<file path="config.mk">
export PLATFORM = sky130hd
export DESIGN_NAME = mrte_front
export DESIGN_NICKNAME = d
export VERILOG_FILES = /design/src/rtl/mrte_pkg.sv /design/src/rtl/mrte_front.sv
export SDC_FILE = /design/constraint.sdc
export NUM_CORES = 1
export LEC_CHECK = 0
export BUFFER_PORTS_ARGS = -buffer_cell sky130_fd_sc_hd__buf_2
export CAP_MARGIN = 5
export CORE_ASPECT_RATIO = 1.25
export CORE_MARGIN = 1.5
export CORE_UTILIZATION = 29
export CTS_CLUSTER_DIAMETER = 60
export DETAILED_ROUTE_END_ITERATION = 10
export MAX_ROUTING_LAYER = met4
export PLACE_DENSITY = 0.54
export RECOVER_POWER = 25
export SKIP_LAST_GASP = 1
export SLEW_MARGIN = 0
export SYNTH_ARGS = -nofsm -noshare
export SYNTH_HDL_FRONTEND = slang
export SYNTH_SLANG_ARGS = --single-unit
</file>
<file path="constraint.sdc">
create_clock -name i_clk -period 14 [get_ports i_clk]
set_input_delay 2.8 -clock i_clk [delete_from_list [all_inputs] [get_ports i_clk]]
set_output_delay 2.8 -clock i_clk [all_outputs]
set_load 0.02 [all_outputs]
</file>
<file path="src/rtl/mrte_pkg.sv">
package mrte_pkg;

    localparam int ENTRIES_DEF = 16;
    localparam logic [47:0] ADDR_ONES = '1;
    localparam logic [31:0] IFACE_WILDCARD = '1;
    localparam logic [31:0] METRIC_INFINITE = '1;

    typedef enum logic [3:0] {
        ACT_ADD_DEST    = 4'd0,
        ACT_ADD_ROOT    = 4'd1,
        ACT_DEL_DEST    = 4'd2,
        ACT_DEL_ROOT    = 4'd3,
        ACT_LOOK_DEST   = 4'd4,
        ACT_LOOK_DEST_A = 4'd5,
        ACT_LOOK_ROOT   = 4'd6,
        ACT_LOOK_ROOT_A = 4'd7,
        ACT_REPORT      = 4'd8
    } t_action;

    typedef enum logic [1:0] {
        ST_OK   = 2'd0,
        ST_MISS = 2'd1,
        ST_FULL = 2'd2
    } t_status;

    // One queued command as passed from the front end to the back end.
    typedef struct packed {
        logic [3:0]  action;
        logic [47:0] key_addr;
        logic [47:0] next_hop;
        logic [31:0] iface;
        logic [31:0] path_metric;
        logic [31:0] expire;
        logic [31:0] seq_number;
        logic [31:0] now_time;
    } t_cmd;

    typedef enum logic [2:0] {
        BE_IDLE,
        BE_SCAN,
        BE_EXEC,
        BE_READ,
        BE_REPORT,
        BE_ROOT,
        BE_OUT
    } t_be_state;

endpackage

</file>
<file path="src/rtl/mrte_front.sv">
module mrte_front
    import mrte_pkg::*;
(
    input  logic        i_clk,
    input  logic        i_rst_n,
    input  logic        i_valid,
    output logic        o_stall,
    input  logic [3:0]  i_action,
    input  logic [47:0] i_key_addr,
    input  logic [47:0] i_next_hop,
    input  logic [31:0] i_iface,
    input  logic [31:0] i_path_metric,
    input  logic [31:0] i_life_span,
    input  logic [31:0] i_seq_number,
    input  logic [31:0] i_now_time,
    output logic        o_cmd_valid,
    output t_cmd        o_cmd,
    input  logic        i_cmd_take
);

    // Two-entry queue; the expiry sum is formed on entry.
    t_cmd       r_q [2];
    logic       r_wp, r_rp;
    logic [1:0] r_cnt;
    logic [32:0] sum;
    t_cmd       cmd_in;
    logic       push, pop;

    assign sum = {1'b0, i_now_time} + {1'b0, i_life_span};

    always_comb begin
        cmd_in.action      = i_action;
        cmd_in.key_addr    = i_key_addr;
        cmd_in.next_hop    = i_next_hop;
        cmd_in.iface       = i_iface;
        cmd_in.path_metric = i_path_metric;
        cmd_in.expire      = sum[32] ? 32'hFFFF_FFFF : sum[31:0];
        cmd_in.seq_number  = i_seq_number;
        cmd_in.now_time    = i_now_time;
    end

    assign o_stall     = (r_cnt == 2'd2);
    assign push        = i_valid && !o_stall;
    assign o_cmd_valid = (r_cnt != 2'd0);
    assign pop         = o_cmd_valid && i_cmd_take;
    assign o_cmd       = r_q[r_rp];

    always_ff @(posedge i_clk) begin
        if (push) begin
            r_q[r_wp] <= cmd_in;
        end
        if (!i_rst_n) begin
            r_wp  <= 1'b0;
            r_rp  <= 1'b0;
            r_cnt <= 2'd0;
        end else begin
            if (push) r_wp <= ~r_wp;
            if (pop) r_rp <= ~r_rp;
            r_cnt <= r_cnt + {1'b0, push} - {1'b0, pop};
        end
    end

endmodule

</file>
==> results of run 1 <==
-- critical path: cells and delay by family --
| family | cells | cell delay (ns) |
|---|---|---|
| compound gates | 7 | 2.02 |
| simple gates | 1 | 0.09 |
| fa+ha+maj | 2 | 0.65 |
| mux | 1 | 0.29 |
| buf+inv | 2 | 0.49 |
-- registers in the layout, summed over array words and instances (netlist names), named ones only --
name,count
r_q,520
r_cnt,2
r_wp,1
r_rp,1
-- stage by stage --
stage,area [um2],total power [mW],cells
6_report,26240,4.677,2656
5_1_grt,26240,4.892,2655
4_1_cts,26290,4.762,2648
3_5_place_dp,24530,3.316,2546
3_3_place_gp,24530,3.302,2546
2_1_floorplan,20760,2.905,1103
-- power by group --
part	switching, mW	internal (mW)
clock network	0.612	0.813
logic	0.767	0.463
registers	0.0588	1.96
-- metal layers --
layer	global-route usage, %	up-vias	share of wire, %
met1	14.18	5760	36
met3	4.880	84	9.1
met5	-	-	0
met4	4.911	0	3.0
li1	-	5458	-
met2	23.35	456	51
-- kinds of logic (layout without fill, tap and decap cells) --
kind of cell,Yosys count,in the layout,share of synthesized area (%)
AND/OR/NAND/NOR,109,109,2.549
multiplexers,262,262,14.20
other,0,8,0
flip-flops,525,525,75.69
XOR/XNOR,26,26,1.097
buffers and inverters,46,648,0.8498
AO/OA/AOI/OAI,100,100,3.459
adder cells (fa/ha/maj),35,35,2.145
-- how the worst min path moves through the flow --
stage,to,slack [ns]
2_1_floorplan,register,0.50
3_3_place_gp,register,0.52
3_5_place_dp,register,0.54
4_1_cts,register,0.53
5_1_grt,register,0.58
6_report,register,0.53
-- layout make-up --
type,count,area (um2),area share [%]
Sequential cell,525,15720,59.91
Multi-Input combinational cell,532,4882,18.61
Timing Repair Buffer,536,2638,10.05
Clock buffer,68,1446,5.513
Tap cell,943,1180,4.497
Clock inverter,34,315.3,1.202
Inverter,10,37.54,0.1431
Antenna cell,8,20.02,0.07630
-- placed cells by master, fill, tap and decap left out, drive strengths merged, types with 4 or more instances in the layout --
cell type and count:
buf 479, nor3 11, o21ai 18, dfxtp 5, nor2 16, o21bai 6, xor2 10, edfxtp 520
clkinv 24, a21o 14, a21oi 30, clkbuf 125, nand3 8, mux2 261, a211oi 4, o211ai 4
o21a 5, nand2 41, bufinv 4, and2 6, inv 15, diode 8, nand2b 8, ha 34
xnor2 16, nor2b 8
==> impl_metrics.csv, run 1 <==
group,metric,value,unit
floorplanning,die_x,242.3,um
global_route,first_global_vias,12250,
cts,cts_sinks,525,
cts,insertion_delay,0.61,ns
routing,vias,11760,
timing,min_period,5.999,ns
power_and_ir_drop,leakagePower,9.535,nW
global_route,grt_max_degree,76,
timing,setup_viol,0,
global_route,grt.overflow.total,0,
floorplanning,row_count,109,
setup_path,crit_fanout,33,
floorplanning,dieArea,73210,um2
cts,cts_max_path_buffers,3,
power_and_ir_drop,ir_drop,0.1096,mV
setup_path,r2r_setup_slack,11.00,ns
yosys,ys_seq_area_share,75.69,%
timing,fin_ws,8.001,ns
routing,drt.antenna.violating_nets,0,
place,dp_hpwl,34.88,mm
yosys,ys_warn_count,0,
yosys,async_flop_share,0,%
timing,hold_ws,0.5306,ns
timing,tightest_slew,1.085,ns
setup_path,ff2ff_path_depth,5,
floorplanning,ios,526,
power_and_ir_drop,power.density,178.3,nW/um2
hold_path,hp-class,"reg -> reg",
yosys,syn_avg_cell_area,18.82,um2
floorplanning,start_util,29.33,%
global_route,grt_pass1_wl,73.00,mm
timing,finalHoldViolCount,0,
timing,post-route-period-util,42.85,%
yosys,ys_ff_latch,525,
routing,drc,0,
setup_path,cp.required,14.36,ns
yosys,ys.flop_type,"edfxtp_1",
cts,cts-resized-gates,0,
yosys,synth_top_area_cell,"edfxtp_1",
place,gp_congestion,0.8380,
yosys,synth_most_common_cell,"edfxtp_1",
timing,slew_headroom,27.66,%
cts,postCtsSetupBuffers,0,
global_route,antenna_found_initial,8,
hold_path,min_path_cells,2,
yosys,syn-instance-count,1103,
yosys,synth_edf_count,520,
routing,wirelength,50.16,mm
setup_path,rr_startpoint,"r_cnt[0]",
setup_path,slowest_stage,"fa_1",
setup_path,end_kind,"register",
setup_path,critPathMostFrequentCell,"o21ai_0",
floorplanning,core-area,70780,um2
timing,fmax,0.1667,GHz
setup_path,startpoint,"i_now_time[0]",
routing,drt_iter0_drc,717,
flow_run,drv_cap,0,
floorplanning,die_h,302.1,um
setup_path,cp-start-kind,"primary input",
setup_path,crit_chain,"buf_2, ha_1, fa_1, a211oi_1, o21ai_0, o21ai_0, a41oi_1, a21boi_2, o21ai_2, a221oi_4, buf_4, nand2b_1, mux2_2",
finish,fillers,6738,
cts,h-tree-depth,2,
yosys,post-synth-top-area-fraction,75.21,%
timing,rsz0062_at_grt,"false",
finish,area_growth,26.38,%
yosys,synth_area_leaders,"edfxtp_1 75%, mux2_2 14%, ha_1 2.0%",
cts,cts_tree,"done",
cts,cts.clk_slew.worst_paths,0.06,ns
routing,viasPerCell,4.427,
cts,cts_inserted_buffers,56,
routing,drt-wirelength-per-cell,18.88,um
finish,drive_gt1_share,48.97,%
yosys,synthesis.nets,1402,
global_route,grt.total_usage,13.53,%
timing,drv_slew,0,
timing,tns,0,ns
timing,clock_skew,0.01986,ns
setup_path,reg2reg_to,"r_q[0][223]",
hold_path,min-delay-start,"r_rp",
place,port_buffers,525,
routing,first_pass_iters,5,
yosys,synthTopCellsByCount,"520 x edfxtp_1, 261 x mux2_2, 41 x nand2_1",
setup_path,critPathCapture,"r_q[1][93]",
cts,root_buffer,"clkbuf_16",
setup_path,critPathMaxStageDelay,0.43,ns
setup_path,cp_data_arrival_time,6.36,ns
cts,ctsHoldBuffers,0,
yosys,syn_area,20760,um2
yosys,yosysUniqueCellTypes,56,
run_status,outcome,"complete, no violations",
setup_path,path_class,"in -> reg",
finish,nets,1960,
finish,utilization,37.07,%
place,dp_slack,7.411,ns
No activity file was read; power rests on OpenSTA's default activity.
==> run 2, diff against run 1 <==
PLACE_DENSITY = 0.52   (was 0.54)
clock period = 6.1 ns   (was 14 ns; I/O delays follow)
==> run 2 against run 1 <==
Worst setup slack got worse by 6.2 ns. Register-to-register slack got worse by 7.3 ns. Routed wire length barely moved. Utilization rose by 0.20 points. Die area did not move. Critical path depth did not move. Sequential share of layout area fell by 0.32 points. Largest cell class unchanged. Highest routed layer unchanged.
==> impl_metrics.csv, run 2 (same netlist as run 1, synthesis figures left out) <==
group,metric,value,unit
run_status,outcome,"complete, no violations",
finish,final_area,26380,um2
global_route,grt_pass1_wl,74.51,mm
finish,area_growth,27.05,%
cts,cts.clk_slew.worst_paths,0.06,ns
flow_run,drv_cap,0,
floorplanning,row_count,109,
cts,h-tree-depth,2,
place,port_buffers,525,
finish,regMostFlops,"r_q",
routing,drc,0,
place,dp_hpwl,34.16,mm
setup_path,crit_fanout,33,
floorplanning,die_h,302.1,um
timing,setup_viol,0,
global_route,grt.total_usage,13.65,%
routing,drt.antenna.violating_nets,0,
timing,drv_slew,0,
setup_path,crit_cells,13,
timing,tightest_slew,1.032,ns
finish,reg.largest.list,"r_q x520, r_cnt x2",
setup_path,end_kind,"register",
setup_path,critPathMostFrequentCell,"o21ai_0",
global_route,grt_max_degree,137,
setup_path,cp-start-kind,"primary input",
power_and_ir_drop,seqPwrFrac,42.6,%
routing,viasPerCell,4.436,
power_and_ir_drop,power.density,413.5,nW/um2
routing,wirelength,50.12,mm
floorplanning,start_util,29.33,%
finish,final-seq-area,15720,um2
cts,insertion_delay,0.60,ns
setup_path,ff2ff_path_depth,3,
setup_path,cp_top_family,"compound AO/OA/AOI/OAI gates",
global_route,grt.overflow.total,0,
routing,first_pass_iters,4,
hold_path,min-delay-start,"r_rp",
setup_path,crit_chain,"buf_2, ha_1, fa_1, a211oi_1, o21ai_0, o21ai_0, a41oi_1, a21boi_2, o21ai_2, a221oi_4, buf_4, nand2_1, mux2_2",
setup_path,reg2reg_to,"r_q[1][236]",
cts,cts_sinks,525,
hold_path,min_path_cells,2,
power_and_ir_drop,p_switching,3.277,mW
cts,cts_max_path_buffers,3,
finish,layout_commonest_cell,"edfxtp_1",
floorplanning,dieArea,73210,um2
setup_path,crit_buf_inv,2,
power_and_ir_drop,power_switching_share,30.05,%
power_and_ir_drop,clockPowerShare,31.4,%
power_and_ir_drop,comb_power_share,26.0,%
floorplanning,die_x,242.3,um
place,dpl_cell_area,24590,um2
global_route,first_global_vias,12380,
floorplanning,ios,526,
place,gp_congestion,0.8301,
setup_path,cp_data_arrival_time,4.67,ns
global_route,antenna_found_initial,7,
routing,drt_iter0_drc,595,
finish,multi_input_area,4882,um2
timing,rsz0062_at_grt,"false",
power_and_ir_drop,p_int,7.629,mW
timing,post-route-period-util,70.81,%
finish,utilization,37.26,%
power_and_ir_drop,leakagePower,9.559,nW
setup_path,slowest_stage,"fa_1",
timing,slew_headroom,31.21,%
routing,vias,11780,
finish,layout_common_cells,"520 x edfxtp_1, 455 x buf_2, 261 x mux2_2",
cts,root_buffer,"clkbuf_16",
floorplanning,core-area,70780,um2
power_and_ir_drop,ir_drop,0.2494,mV
cts,ctsHoldBuffers,0,
cts,cts_inserted_buffers,56,
finish,largest_reg_flops,520,
timing,clock_skew,0.008220,ns
setup_path,critPathMaxStageDelay,0.43,ns
hold_path,hp-class,"reg -> reg",
cts,cts-resized-gates,0,
place,placed_cells_incl_taps,2544,
hold_path,holdPathEnd,"r_rp",
cts,cts_tree,"done",
finish,fillers,6689,
timing,min_period,4.319,ns
routing,drt-wirelength-per-cell,18.87,um
setup_path,path_class,"in -> reg",
setup_path,cp.required,6.45,ns
finish,instances_no_fill,2656,
timing,finalHoldViolCount,0,
timing,tns,0,ns
timing,fmax,0.2315,GHz
finish,drive_gt1_share,48.18,%
cts,postCtsSetupBuffers,0,
finish,nets,1958,
setup_path,rr_startpoint,"r_cnt[0]",
setup_path,r2r_setup_slack,3.75,ns
run 2: routing by layer:
metal  share of wire (%)  up-vias  track usage, %  wire, um
met5                   0        -               -         0
met4                 2.4        0           4.152      1209
met3                 8.5       80           4.418      4271
met2                  50      409           22.70     25120
met1                  39     5824           15.69     19520
li1                    -     5468               -         -
run 2: how the worst max path moves through the flow:
stage / startpoint / end / slack (ns)
detailed placement: i_life_span[0] / r_q[1][93] / 1.09
global route: i_life_span[0] / r_q[0][93] / 1.55
floorplan: i_valid / r_q[0][0] / 0.49
CTS: i_life_span[0] / r_q[0][93] / 1.74
finish: i_life_span[0] / r_q[0][93] / 1.78
global placement: i_life_span[0] / r_q[0][93] / 1.14
run 2: worst min-delay path: stages (launching register included):
cell and delay, ns:
dfxtp_1 0.32, xnor2_1 0.09, nor2b_1 0.10
run 2: area by class of cell:
type	instances	area share, %
Antenna cell	7	0.06641
Clock buffer	67	5.550
Clock inverter	38	1.494
Inverter	10	0.1423
Multi-Input combinational cell	532	18.51
Sequential cell	525	59.59
Tap cell	943	4.473
Timing Repair Buffer	534	10.17
run 2: per-stage QoR:
step                total power [mW]  hold slack [ns]  setup slack (ns)
detailed placement             7.628           0.5272             1.086
global placement               7.602           0.5224             1.141
CTS                            11.11           0.5441             1.742
finish                         10.91           0.5427             1.781
global route                   11.41           0.6043             1.555
floorplan                      6.604           0.5042            0.4908
run 2: power by group through the flow:
stage	Combinational (mW)	Sequential, mW	Clock, mW
finish	2.84	4.65	3.42
global route	3.04	4.69	3.67
CTS	2.91	4.66	3.55
detailed placement	2.90	4.73	0
global placement	2.89	4.71	0
floorplan	1.91	4.69	0
